### src/chromaticity_color_classifier_macros.svh
// Assertion macros shared by the chromaticity classifier RTL.
// Define ASSERT_OFF to compile every assertion away.
`ifndef CHROMATICITY_COLOR_CLASSIFIER_MACROS_SVH
`define CHROMATICITY_COLOR_CLASSIFIER_MACROS_SVH
`ifndef ASSERT_OFF
`define CCC_ASSERT(label, clk, rst_n, prop, msg) \
  label: assert property (@(posedge clk) disable iff (!rst_n) prop) else $error(msg);
`define CCC_ASSERT_NEXT(label, clk, rst_n, pre, post, msg) \
  label: assert property (@(posedge clk) disable iff (!rst_n) pre |=> post) else $error(msg);
`else
`define CCC_ASSERT(label, clk, rst_n, prop, msg)
`define CCC_ASSERT_NEXT(label, clk, rst_n, pre, post, msg)
`endif
`endif

### src/ccc_pkg.sv
// Package for the chromaticity classifier: payload structs, constants and
// the controller/datapath command and status structs. No dependencies.
package ccc_pkg;
  localparam int NUM_REFS  = 10;
  localparam int IDX_W     = 4;
  localparam int PCT_W     = 7;
  localparam int RAW_W     = 10;
  localparam int SUM_W     = 17;
  localparam int CNT_W     = 7;
  localparam int DIV_STEPS = 17;
  localparam logic [CNT_W-1:0] DEFAULT_SAMPLES = 7'd5;
  localparam logic [PCT_W-1:0] PCT_SCALE = 7'd100;
  localparam logic CMD_LOAD = 1'b0;
  localparam logic CMD_READ = 1'b1;

  typedef struct packed {
    logic             command;
    logic [IDX_W-1:0] entry_index;
    logic [PCT_W-1:0] ref_red_pct;
    logic [PCT_W-1:0] ref_green_pct;
    logic [PCT_W-1:0] ref_blue_pct;
    logic [PCT_W-1:0] tolerance_pct;
    logic [RAW_W-1:0] raw_red;
    logic [RAW_W-1:0] raw_green;
    logic [RAW_W-1:0] raw_blue;
    logic [RAW_W-1:0] raw_ambient;
  } in_item_t;

  typedef struct packed {
    logic             matched;
    logic [IDX_W-1:0] class_index;
    logic [RAW_W-1:0] avg_red;
    logic [RAW_W-1:0] avg_green;
    logic [RAW_W-1:0] avg_blue;
    logic [RAW_W-1:0] avg_ambient;
  } out_item_t;

  // Commands from the controller to the datapath.
  typedef struct packed {
    logic accum;      // add the held reading into the sums (clear them if it completes an average)
    logic avg_start;  // copy the four average quotients
    logic div_step;   // one restoring division step
    logic pct_start;  // load the three percentage dividers
    logic scan_start; // reset the table scan
    logic scan_step;  // test one reference entry
    logic out_load;   // copy the result into the output register
  } dp_cmd_t;

  // Status from the datapath to the controller.
  typedef struct packed {
    logic avg_due;   // this reading completes an average
    logic sum_zero;  // RGB sum of the averages is zero
    logic scan_done; // a match was found or every entry was tested
  } dp_sts_t;
endpackage

### src/ccc_datapath.sv
// Datapath of the chromaticity classifier: sums, shared serial dividers,
// reference table and scan. Depends on ccc_pkg and the macro header.
`include "chromaticity_color_classifier_macros.svh"
module ccc_datapath
  import ccc_pkg::*;
(
  input  logic             clk,
  input  logic             rst_n,
  input  logic             cfg_we,
  input  logic [CNT_W-1:0] cfg_wdata,
  input  logic             tbl_we,
  input  in_item_t         item,
  input  dp_cmd_t          cmd,
  output dp_sts_t          sts,
  output out_item_t        result
);
  logic [CNT_W-1:0] samples_r;
  logic [SUM_W-1:0] sum_r [4];
  logic [CNT_W-1:0] count_r;
  logic [PCT_W-1:0] tbl_r [NUM_REFS][4];
  logic [SUM_W-1:0] quo_r [4];
  logic [SUM_W-1:0] rem_r [4];
  logic [SUM_W:0]   div_r;
  logic [RAW_W-1:0] avg_r [4];
  logic [IDX_W-1:0] scan_r;
  logic             found_r;
  logic             done_r;
  logic [RAW_W+1:0] rgb_sum;
  logic [CNT_W-1:0] count_inc;
  logic [CNT_W-1:0] target;
  logic [SUM_W-1:0] rem_sh [4];
  logic [SUM_W:0]   rem_try [4];
  logic             ok [3];
  logic [PCT_W:0]   hi_lim [3];
  logic signed [PCT_W+1:0] lo_lim [3];
  logic [PCT_W-1:0] pct [3];
  logic             entry_hit;
  out_item_t        out_r;

  assign count_inc = count_r + 1'b1;
  assign target    = (samples_r == '0) ? 7'd1 : samples_r;
  assign rgb_sum   = {2'b0, avg_r[0]} + {2'b0, avg_r[1]} + {2'b0, avg_r[2]};
  assign sts.avg_due   = (count_inc == '0) || (count_inc >= target);
  assign sts.sum_zero  = (rgb_sum == '0);
  assign sts.scan_done = done_r;

  always_comb begin
    for (int i = 0; i < 4; i++) begin
      rem_sh[i]  = {rem_r[i][SUM_W-2:0], quo_r[i][SUM_W-1]};
      rem_try[i] = {1'b0, rem_sh[i]} - div_r;
    end
    for (int i = 0; i < 3; i++) begin
      pct[i]    = quo_r[i][PCT_W-1:0];
      hi_lim[i] = {1'b0, tbl_r[scan_r][i]} + {1'b0, tbl_r[scan_r][3]};
      lo_lim[i] = $signed({2'b0, tbl_r[scan_r][i]}) - $signed({2'b0, tbl_r[scan_r][3]});
      ok[i]     = ({1'b0, pct[i]} <= hi_lim[i]) && (lo_lim[i] <= $signed({2'b0, pct[i]}));
    end
    entry_hit = ok[0] && ok[1] && ok[2];
  end

  always_ff @(posedge clk) begin
    if (!rst_n) begin
      samples_r <= DEFAULT_SAMPLES;
      count_r   <= '0;
      for (int i = 0; i < 4; i++) sum_r[i] <= '0;
      for (int k = 0; k < NUM_REFS; k++)
        for (int j = 0; j < 4; j++) tbl_r[k][j] <= '0;
      found_r <= 1'b0;
      done_r <= 1'b0;
      scan_r <= '0;
    end else begin
      if (cfg_we) samples_r <= cfg_wdata;
      if (tbl_we && item.entry_index < IDX_W'(NUM_REFS)) begin
        tbl_r[item.entry_index][0] <= item.ref_red_pct;
        tbl_r[item.entry_index][1] <= item.ref_green_pct;
        tbl_r[item.entry_index][2] <= item.ref_blue_pct;
        tbl_r[item.entry_index][3] <= item.tolerance_pct;
      end
      if (cmd.accum) begin
        if (sts.avg_due) begin
          for (int i = 0; i < 4; i++) sum_r[i] <= '0;
          count_r <= '0;
        end else begin
          sum_r[0] <= sum_r[0] + SUM_W'(item.raw_red);
          sum_r[1] <= sum_r[1] + SUM_W'(item.raw_green);
          sum_r[2] <= sum_r[2] + SUM_W'(item.raw_blue);
          sum_r[3] <= sum_r[3] + SUM_W'(item.raw_ambient);
          count_r  <= count_inc;
        end
      end
      if (cmd.scan_start) begin
        scan_r <= '0;
        found_r <= 1'b0;
        done_r <= 1'b0;
      end else if (cmd.scan_step && !done_r) begin
        if (entry_hit) begin
          found_r <= 1'b1;
          done_r  <= 1'b1;
        end else if (scan_r == IDX_W'(NUM_REFS - 1)) begin
          done_r <= 1'b1;
        end else begin
          scan_r <= scan_r + 1'b1;
        end
      end
    end
  end

  // The dividers are loaded with the completed sums, the new reading
  // included, in the cycle the reading is taken; avg_start copies the
  // average quotients once every step is done.
  always_ff @(posedge clk) begin
    if (cmd.accum && sts.avg_due) begin
      quo_r[0] <= sum_r[0] + SUM_W'(item.raw_red);
      quo_r[1] <= sum_r[1] + SUM_W'(item.raw_green);
      quo_r[2] <= sum_r[2] + SUM_W'(item.raw_blue);
      quo_r[3] <= sum_r[3] + SUM_W'(item.raw_ambient);
      for (int i = 0; i < 4; i++) rem_r[i] <= '0;
      div_r <= (count_inc == '0) ? (SUM_W+1)'(128) : (SUM_W+1)'(count_inc);
    end else if (cmd.pct_start) begin
      for (int i = 0; i < 3; i++) begin
        quo_r[i] <= SUM_W'(avg_r[i]) * SUM_W'(PCT_SCALE);
        rem_r[i] <= '0;
      end
      div_r <= (SUM_W+1)'(rgb_sum);
    end else if (cmd.div_step) begin
      for (int i = 0; i < 4; i++) begin
        if (!rem_try[i][SUM_W]) begin
          rem_r[i] <= rem_try[i][SUM_W-1:0];
          quo_r[i] <= {quo_r[i][SUM_W-2:0], 1'b1};
        end else begin
          rem_r[i] <= rem_sh[i];
          quo_r[i] <= {quo_r[i][SUM_W-2:0], 1'b0};
        end
      end
    end
    if (cmd.avg_start)
      for (int i = 0; i < 4; i++) avg_r[i] <= quo_r[i][RAW_W-1:0];
    if (cmd.out_load) begin
      out_r.matched     <= found_r && !sts.sum_zero;
      out_r.class_index <= (found_r && !sts.sum_zero) ? scan_r : '0;
      out_r.avg_red     <= avg_r[0];
      out_r.avg_green   <= avg_r[1];
      out_r.avg_blue    <= avg_r[2];
      out_r.avg_ambient <= avg_r[3];
    end
  end

  assign result = out_r;

  `CCC_ASSERT(a_found_done, clk, rst_n, found_r |-> done_r, "match without scan end")
  `CCC_ASSERT_NEXT(a_scan_start_clears, clk, rst_n, cmd.scan_start, !done_r && scan_r == '0, "scan did not restart")
  `CCC_ASSERT(a_scan_in_table, clk, rst_n, (scan_r < IDX_W'(NUM_REFS)), "scan index left the table")
endmodule

### src/ccc_ctrl.sv
// Controller of the chromaticity classifier: sequences accumulation, the
// two serial division passes and the table scan. Depends on ccc_pkg.
`include "chromaticity_color_classifier_macros.svh"
module ccc_ctrl
  import ccc_pkg::*;
(
  input  logic    clk,
  input  logic    rst_n,
  input  logic    in_valid,
  output logic    in_ready,
  input  logic    in_cmd,
  output logic    tbl_we,
  output logic    out_valid,
  input  logic    out_ready,
  input  dp_sts_t sts,
  output dp_cmd_t cmd
);
  typedef enum logic [6:0] {
    S_IDLE  = 7'b0000001,
    S_AVG   = 7'b0000010,
    S_AVGLD = 7'b0000100,
    S_PCT   = 7'b0001000,
    S_SCAN0 = 7'b0010000,
    S_SCAN  = 7'b0100000,
    S_OUT   = 7'b1000000
  } state_t;

  state_t state_r, state_nxt;
  logic [4:0] step_r, step_nxt;
  logic out_valid_r, out_valid_nxt;
  logic accept;

  // The result register parts the two sides: a waiting result does not
  // block input, only the next result waits for it to be read.
  assign in_ready  = (state_r == S_IDLE);
  assign out_valid = out_valid_r;
  assign accept    = in_valid && in_ready;
  assign tbl_we    = accept && (in_cmd == CMD_LOAD);

  always_comb begin
    state_nxt = state_r;
    step_nxt = step_r;
    out_valid_nxt = out_valid_r;
    cmd = '0;
    if (out_valid_r && out_ready) out_valid_nxt = 1'b0;
    unique case (state_r)
      S_IDLE: begin
        if (accept && in_cmd == CMD_READ) begin
          cmd.accum = 1'b1;
          if (sts.avg_due) begin
            state_nxt = S_AVG;
            step_nxt = '0;
          end
        end
      end
      S_AVG: begin
        cmd.div_step = 1'b1;
        step_nxt = step_r + 1'b1;
        if (step_r == 5'(DIV_STEPS - 1)) state_nxt = S_AVGLD;
      end
      S_AVGLD: begin
        cmd.avg_start = 1'b1;
        state_nxt = S_PCT;
        step_nxt = '0;
      end
      S_PCT: begin
        if (step_r == '0) cmd.pct_start = 1'b1;
        else cmd.div_step = 1'b1;
        step_nxt = step_r + 1'b1;
        if (step_r == 5'(DIV_STEPS)) state_nxt = S_SCAN0;
      end
      S_SCAN0: begin
        cmd.scan_start = 1'b1;
        state_nxt = S_SCAN;
      end
      S_SCAN: begin
        cmd.scan_step = 1'b1;
        if (sts.scan_done || sts.sum_zero) state_nxt = S_OUT;
      end
      S_OUT: begin
        if (!out_valid_r || out_ready) begin
          cmd.out_load = 1'b1;
          out_valid_nxt = 1'b1;
          state_nxt = S_IDLE;
        end
      end
      default: state_nxt = S_IDLE;
    endcase
  end

  always_ff @(posedge clk) begin
    if (!rst_n) begin
      state_r <= S_IDLE;
      step_r <= '0;
      out_valid_r <= 1'b0;
    end else begin
      state_r <= state_nxt;
      step_r <= step_nxt;
      out_valid_r <= out_valid_nxt;
    end
  end

  `CCC_ASSERT(a_onehot, clk, rst_n, $onehot(state_r), "state not one-hot")
  `CCC_ASSERT_NEXT(a_out_after_load, clk, rst_n, cmd.out_load, out_valid_r, "result not shown")
  `CCC_ASSERT(a_no_accept_busy, clk, rst_n, (state_r != S_IDLE) |-> !in_ready, "ready while busy")
endmodule

### src/chromaticity_color_classifier.sv
// Chromaticity color classifier: takes reference loads and sensor readings,
// averages readings and classifies the normalized RGB shares against a table.
// Depends on ccc_pkg, ccc_ctrl and ccc_datapath.
//
// A load item writes one reference entry in the cycle it is accepted. A
// reading that does not complete an average is taken while the block stays
// idle, so the next item can follow it. A reading that completes an average
// keeps the block busy until its result item is offered: 17 steps of the
// shared restoring divider form the four averages, avg_start copies them,
// pct_start loads the divider for the three percentages and 17 more steps
// form them, scan_start restarts the table scan, the scan tests one entry per
// cycle until a match or the last entry ends it (the scan is cut short with
// no match when the RGB sum is zero), and out_load loads the result register.
// No item is taken while that work runs. A waiting result does not block
// input; only the next completed average waits for it to be read, so output
// stalls add to that average's latency.
module chromaticity_color_classifier
  import ccc_pkg::*;
(
  input  logic             clk,
  input  logic             rst_n,
  input  logic             in_valid,
  output logic             in_ready,
  input  in_item_t         in_item,
  output logic             out_valid,
  input  logic             out_ready,
  output out_item_t        out_item,
  input  logic             cfg_we,
  input  logic [CNT_W-1:0] cfg_wdata
);
  dp_cmd_t cmd;
  dp_sts_t sts;
  logic    tbl_we;

  // The controller sequences every multi-cycle step of a completed average.
  ccc_ctrl u_ctrl (
    .clk(clk), .rst_n(rst_n), .in_valid(in_valid), .in_ready(in_ready),
    .in_cmd(in_item.command), .tbl_we(tbl_we), .out_valid(out_valid),
    .out_ready(out_ready), .sts(sts), .cmd(cmd)
  );

  // The datapath holds the sums, the table and the shared dividers.
  ccc_datapath u_dp (
    .clk(clk), .rst_n(rst_n), .cfg_we(cfg_we), .cfg_wdata(cfg_wdata),
    .tbl_we(tbl_we), .item(in_item), .cmd(cmd), .sts(sts), .result(out_item)
  );
endmodule

### config.mk
export PLATFORM = sky130hd
export DESIGN_NAME = chromaticity_color_classifier
export DESIGN_NICKNAME = d
export VERILOG_FILES = /design/src/ccc_pkg.sv /design/src/ccc_datapath.sv /design/src/ccc_ctrl.sv /design/src/chromaticity_color_classifier.sv
export VERILOG_INCLUDE_DIRS = /design/src /design/src/src
export SDC_FILE = /design/constraint.sdc
export NUM_CORES = 1
export LEC_CHECK = 0
export ABC_AREA = 0
export BUFFER_PORTS_ARGS = -buffer_cell sky130_fd_sc_hd__buf_2
export CAP_MARGIN = 20
export CORE_AREA = 2 2 311 313
export CTS_CLUSTER_DIAMETER = 200
export DETAILED_ROUTE_END_ITERATION = 10
export DIE_AREA = 0 0 313 315
export PLACE_DENSITY = 0.7
export SKIP_LAST_GASP = 1
export SYNTH_ARGS = -nofsm -noshare
export SYNTH_HDL_FRONTEND = slang
export SYNTH_HIERARCHICAL = 1
export SYNTH_SLANG_ARGS = --single-unit
### constraint.sdc
create_clock -name clk -period 7.4 [get_ports clk]
set_input_delay 0.37 -clock clk [delete_from_list [all_inputs] [get_ports clk]]
set_output_delay 0.37 -clock clk [all_outputs]
set_load 0.02 [all_outputs]
Yosys cells after proc, flatten, opt, wreduce, memory -nomap -nowiden

Memory sizes are Yosys's and may differ from the RTL's. A register that Yosys moved wholly into a read port is not among the register bits.
Cells that the tools add are included.

$mul: 3
Reductions and logical operators: 34
$lt $le $gt $ge: 8
Bitwise operators: 34
$add $sub $neg: 19
Mux-type cells: 125
Equality and inequality tests: 16

Operators by type and width:

| operator                | count |
|---|---|
| $mux W17                | 30 |
| $mux W1                 | 75 |
| $sub A17 B18 Y18        | 4 |
| $add A17 B10 Y17        | 4 |
| $mux W7                 | 8 |
| $pmux W7 S7             | 1 |
| $mul A10 B5 Y15 const B | 3 |
| $mux W18                | 2 |
| $or A1 B1 Y1            | 30 |
| $mux W28                | 1 |
| $reduce_or A28 Y1       | 1 |
| $le A9 B8 Y1            | 3 |
| $add A7 B7 Y8           | 3 |
| $le A7 B8 Y1            | 3 |
| $sub A7 B7 Y8           | 3 |
| $pmux W5 S3             | 1 |
| $logic_not A7 Y1        | 2 |
| $logic_and A1 B1 Y1     | 13 |
| $add A12 B10 Y12        | 1 |
| $logic_not A12 Y1       | 1 |
| $mux W4                 | 3 |
| $add A10 B10 Y11        | 1 |
| $eq A5 B5 Y1 const B    | 2 |
| $mux W5                 | 2 |
| 27 further kinds        | 42 |

Bits in registers: 86
Output and inout port bits: 47
Memories: 5
Memory bits (writable): 524

Memories:

| name       | depth | width | read ports | clocked after Yosys merged registers in | write ports | line               | RTL |
|---|---|---|---|---|---|---|---|
| u_dp.tbl_r | 10    | 28    | 1          | 1                                       | 10          | ccc_datapath.sv:20 | `logic [PCT_W-1:0] tbl_r [NUM_REFS][4];` |
| u_dp.quo_r | 4     | 17    | 4          | 0                                       | 4           | ccc_datapath.sv:21 | `logic [SUM_W-1:0] quo_r [4];` |
| u_dp.rem_r | 4     | 17    | 4          | 0                                       | 4           | ccc_datapath.sv:22 | `logic [SUM_W-1:0] rem_r [4];` |
| u_dp.sum_r | 4     | 17    | 4          | 0                                       | 4           | ccc_datapath.sv:18 | `logic [SUM_W-1:0] sum_r [4];` |
| u_dp.avg_r | 4     | 10    | 4          | 1                                       | 4           | ccc_datapath.sv:24 | `logic [RAW_W-1:0] avg_r [4];` |

Depth between registers and ports, before layout

Depth in word-level cells: 11
Mapped depth: 25
Mapped depth without buffers: 21

By module

Netlist, hierarchy kept.

By module, submodules not included:

| module       | seq. area each (um^2) | cells an instance | area each (um^2) | instances |
|---|---|---|---|---|
| ccc_datapath | 22661.7               | 3240              | 41817.6          | 1 |
| ccc_ctrl     | 260.2                 | 98                | 818.3            | 1 |

Worst setup path after synthesis

Ideal clock, no wire load.

Path kind: register -> register
Start: register (tool-made name)
End: register (tool-made name)
Arrival time: 5.198 ns
Buffers on the path: 4
Stages on the path, launching flop included: 21
Setup time: 0.071 ns
Setup slack: 2.131 ns
Path through: dfxtp_1 > clkbuf_1 > buf_1 > buf_2 > mux4_2 > mux4_2 > inv_1 > ha_1 > nor2b_1 > o31a_2 > o31ai_1 > a21boi_0 > ha_1 > nand4_1 > o22ai_1 > a2111oi_2 > a2111oi_2 > and3_1 > buf_6 > or3_1 > a21oi_1

==> metrics.md <==
| Metric | Value |
|---|---|
| Status | complete, no violations |
| GRT Residual Overflow | 0 |
| Root buffer cell | clkbuf_16 |
| P&R area growth vs syn | 13.5% |
| Cell taking the most area after synthesis | edfxtp_1 |
| Pwr/cell area | 211 mW/mm^2 |
| Leak | around 19 nW |
| Post-synth top area share | 51.1% |
| # fillers | 8132 |
| Library cells used by synthesis | 99 |
| Switching power total | 2.38 mW |
| Largest net degree at the start of global routing | 76 |
| Fin. max-slew vios | 0 |
| Sequential share of power | between 50% and 60% |
| Sequential fraction of the synthesis area | 53.8% |
| Worst-case clock buffer depth | 3 |
| Detailed Route Iter0 Violations | around 2200 |
| Site Rows | 114 |
| Number of cells on the critical path | 17 |
| CP startpoint kind | flip-flop |
| Area of the multi-input gates | 0.0192 mm^2 |
| Final #Nets | around 4100 |
| TritonCTS clock tree | done |
| Global Route Usage Sum | 21.0% |
| Achievable frequency | 176 MHz |
| Synth Flop Type | edfxtp_1 |
| Crit path max-delay family | compound AO/OA/AOI/OAI gates |
| Via count | 27200 |
| Initial antenna violation count | 3 |
| Final ANT Viol Nets | 0 |
| Initial Util | ~45% |
| Post-CTS setup buffer count | 0 |
| Worst-Skew Late Latency | 670 ps |
| Post-synthesis register bit count | roughly 800 |
| Fin area | 0.0484 mm^2 |
| Crit. End Element | flip-flop |
| Combinational Power Share | 8.1% |
| Die area | 0.0986 mm^2 |
| Crit path kind | reg -> reg |
| Measured slew at the worst slew-check pin | 1040 ps |
| Final min period | 5670 ps |
| H-tree levels | 3 |
| Register area | 0.0229 mm^2 |
| RSZ-0062 raised after global routing | false |
| Worst hold start | cfg_wdata[1] |
| Post-place instance area | 0.0455 mm^2 |
| DP HPWL | between 60 and 70 mm |
| R2R depth | 17 |
| TritonCTS Buffers | 85 |
| Fraction of layout cells with a size suffix above 1 | 14.2% |
| Fin crit share | 76.7% |
| Die width | 313 um |
| Largest stage delay, worst path | about 640 ps |
| Clock sink total | a little under 800 |
| Slowest cell on the critical path | dfxtp_4 |
| Average wire per standard cell | 20.5 um |
| Synth cell count leaders | edfxtp_1 (726), ha_1 (299), and2_1 (274), nor2_1 (256), inv_1 (193) |
| CTS clk-pin slew, worst paths | 60 ps |
| Peak VDD IR | 0.219 mV |
| Worst path arrival time | approximately 6300 ps |
| Mean Syn Cell Area | approximately 13 um^2 |
| Most common cell in the netlist | edfxtp_1 |
| Mapped cell area | 0.0426 mm^2 |
| WP buf/inv | 2 |
| Fin. Hold Viols | 0 |
| Detailed-route DRC error count | 0 |
| Crit path cell chain | buf_4 -> mux4_2 -> mux4_2 -> inv_1 -> ha_1 -> o21a_1 -> o31a_2 -> o31ai_1 -> a21boi_0 -> ha_1 -> nand4_1 -> o22ai_1 -> a2111oi_2 -> a2111oi_2 -> and3_1 -> or3_1 -> a21oi_1 |
| Hold worst-path end | u_dp/samples_r[1] |
| FF-to-FF setup slack | 1730 ps |
| Sw frac | 23.4% |
| Vias/cell | between 5 and 6 |
| Internal | 7.81 mW |
| Core area | between 0.09 and 0.1 mm^2 |
| Final GP Congestion | 0.864 |
| DRT Wirelength | slightly above 100 mm |
| Total power | between 10 and 15 mW |
| IO buf count | 131 |
| Max cap viols | 0 |
| First-pass GRT wire length | 159 mm |
| Setup violations, final | 0 |
| Drt pass-1 iters | 6 |
| Clock skew | 51.5 ps |
| CP max FO | 22 |
| Warnings, synthesis | 6 |
| Die H | 315 um |
| # IOs | 132 |
| Worst hold stages | 3 |
| Cells after Synth | roughly 3300 |
| Clock share of power | between 40% and 50% |
| Asr flop ratio synth | 0% |
| Vias in the first global route | between 20000 and 30000 |
| Hold Crit Class | in -> reg |
| Worst Path Required | ~8000 ps |
| Slew HR | 30.4% |
| Number of enable flip-flop cells after synthesis | 726 |
| Largest cells by area after synthesis | edfxtp_1 (51%), ha_1 (8.8%), mux4_2 (7.4%) |
| Setup TNS after final layout | 0 ps |
| CTS-repair resized insts | 0 |
## placed cells by master (no fill, tap or decap), types with 12 or more instances in the layout
| cell | count |
|---|---|
| a211oi_1 | 17 |
| or3_1 | 22 |
| clkbuf_16 | 87 |
| a21oi_1 | 158 |
| clkinv_2 | 21 |
| and2_1 | 274 |
| nand3_1 | 50 |
| xnor2_1 | 99 |
| mux4_2 | 140 |
| nand4_1 | 16 |
| nor3_1 | 48 |
| o21a_1 | 30 |
| nor2b_1 | 49 |
| inv_1 | 191 |
| o31ai_1 | 19 |
| conb_1 | 168 |
| xor2_1 | 67 |
| edfxtp_1 | 726 |
| buf_2 | 131 |
| a21boi_0 | 14 |
| mux2i_1 | 23 |
| nor2_1 | 249 |
| a21o_1 | 29 |
| nand2b_1 | 24 |
| fa_1 | 40 |
| nand2_1 | 142 |
| and3_1 | 42 |
| dfxtp_1 | 53 |
| ha_1 | 299 |
| o211ai_1 | 16 |
| a221oi_1 | 16 |
| a31oi_1 | 19 |
| nor4_1 | 12 |
| o21ai_1 | 12 |
| clkinv_1 | 13 |
| buf_4 | 41 |
| o21ai_0 | 96 |
| o21bai_1 | 16 |
## timing repair
| action | 4_1_cts | 5_1_grt |
|---|---|---|
| hold buffers | 6 | 0 |
| endpoints found under the setup margin | 0 | 0 |
| endpoints found under the hold margin | 6 | 0 |
## power by group through the flow
stage / registers [mW] / clock network, mW / logic, mW
2_1_floorplan: 5.15 / 0 / 0.563
3_3_place_gp: 5.18 / 0 / 0.811
3_5_place_dp: 5.19 / 0 / 0.822
4_1_cts: 5.09 / 4.37 / 0.830
5_1_grt: 5.11 / 4.53 / 0.923
6_report: 5.09 / 4.27 / 0.827
## final cells by class
class                           count  share of cell area (%)
Clock buffer                      100                    4.66
Inverter                          193                    1.50
Tap cell                         1276                    3.30
Multi-Input combinational cell   2399                    39.8
Antenna cell                        1                 0.00517
Timing Repair Buffer              180                    2.20
Sequential cell                   782                    47.4
Clock inverter                     56                    1.16
## metal layers
| metal | up-vias | routed length (um) | global-route usage (%) |
|---|---|---|---|
| met5 | - | 32 | 0 |
| met4 | 6 | 3170 | 7.10 |
| met3 | 192 | 5280 | 3.07 |
| met2 | 723 | 52100 | 37.3 |
| met1 | 13400 | 41700 | 26.1 |
| li1 | 12900 | - | - |
## worst register-to-register path, cell delays in order (launching register included)
cell and delay, ps:
dfxtp_4 640, buf_4 450, mux4_2 560, mux4_2 610
inv_1 180, ha_1 320, o21a_1 140, o31a_2 130
o31ai_1 340, a21boi_0 290, ha_1 290, nand4_1 80
o22ai_1 80, a2111oi_2 430, a2111oi_2 100, and3_1 340
or3_1 440, a21oi_1 170
## metrics by stage
stage	setup WS (ps)	hold WS [ps]	utilization, %	instances
finish	1730	38.9	50.5	4987
global route	1410	49.7	50.5	4986
CTS	1640	25.1	50.5	4986
detailed placement	1680	408	47.5	4824
global placement	1780	401	47.5	4824
floorplan	2130	400	-	3505
## state kept, by name, indices dropped and copies added, names as in the netlist, 5 cells and up, named ones only
register        cells
u_dp/tbl_r        448
u_dp/quo_r         68
u_dp/sum_r         68
u_dp/rem_r         64
u_dp/result        45
u_dp/avg_r         40
u_dp/div_r         12
u_ctrl/state_r      7
u_dp/count_r        7
u_dp/samples_r      7
u_ctrl/step_r       5
## cells by family (layout without fill, tap and decap cells)
family          count (synthesis)  count (layout)  synth area share [%]
simple gates                 1002            1002                  12.4
flops                         782             782                  53.8
compound gates                560             560                  8.74
fa+ha+maj                     339             339                  10.7
buf+inv                       324             529                  3.02
xor+xnor                      166             166                  3.41
mux                           164             164                  7.96
other cells                     1             169               0.00880
## how the worst max path moves through the flow
stage	from	to	slack [ps]
final	flip-flop	flip-flop	1730
after CTS	flip-flop	u_dp/scan_r[0]	1640
after detailed placement	flip-flop	u_dp/scan_r[0]	1680
after global placement	flip-flop	u_dp/scan_r[3]	1780
after floorplan	flip-flop	flip-flop	2130
after global routing	flip-flop	flip-flop	1410
(Power assumes the default switching activity.)
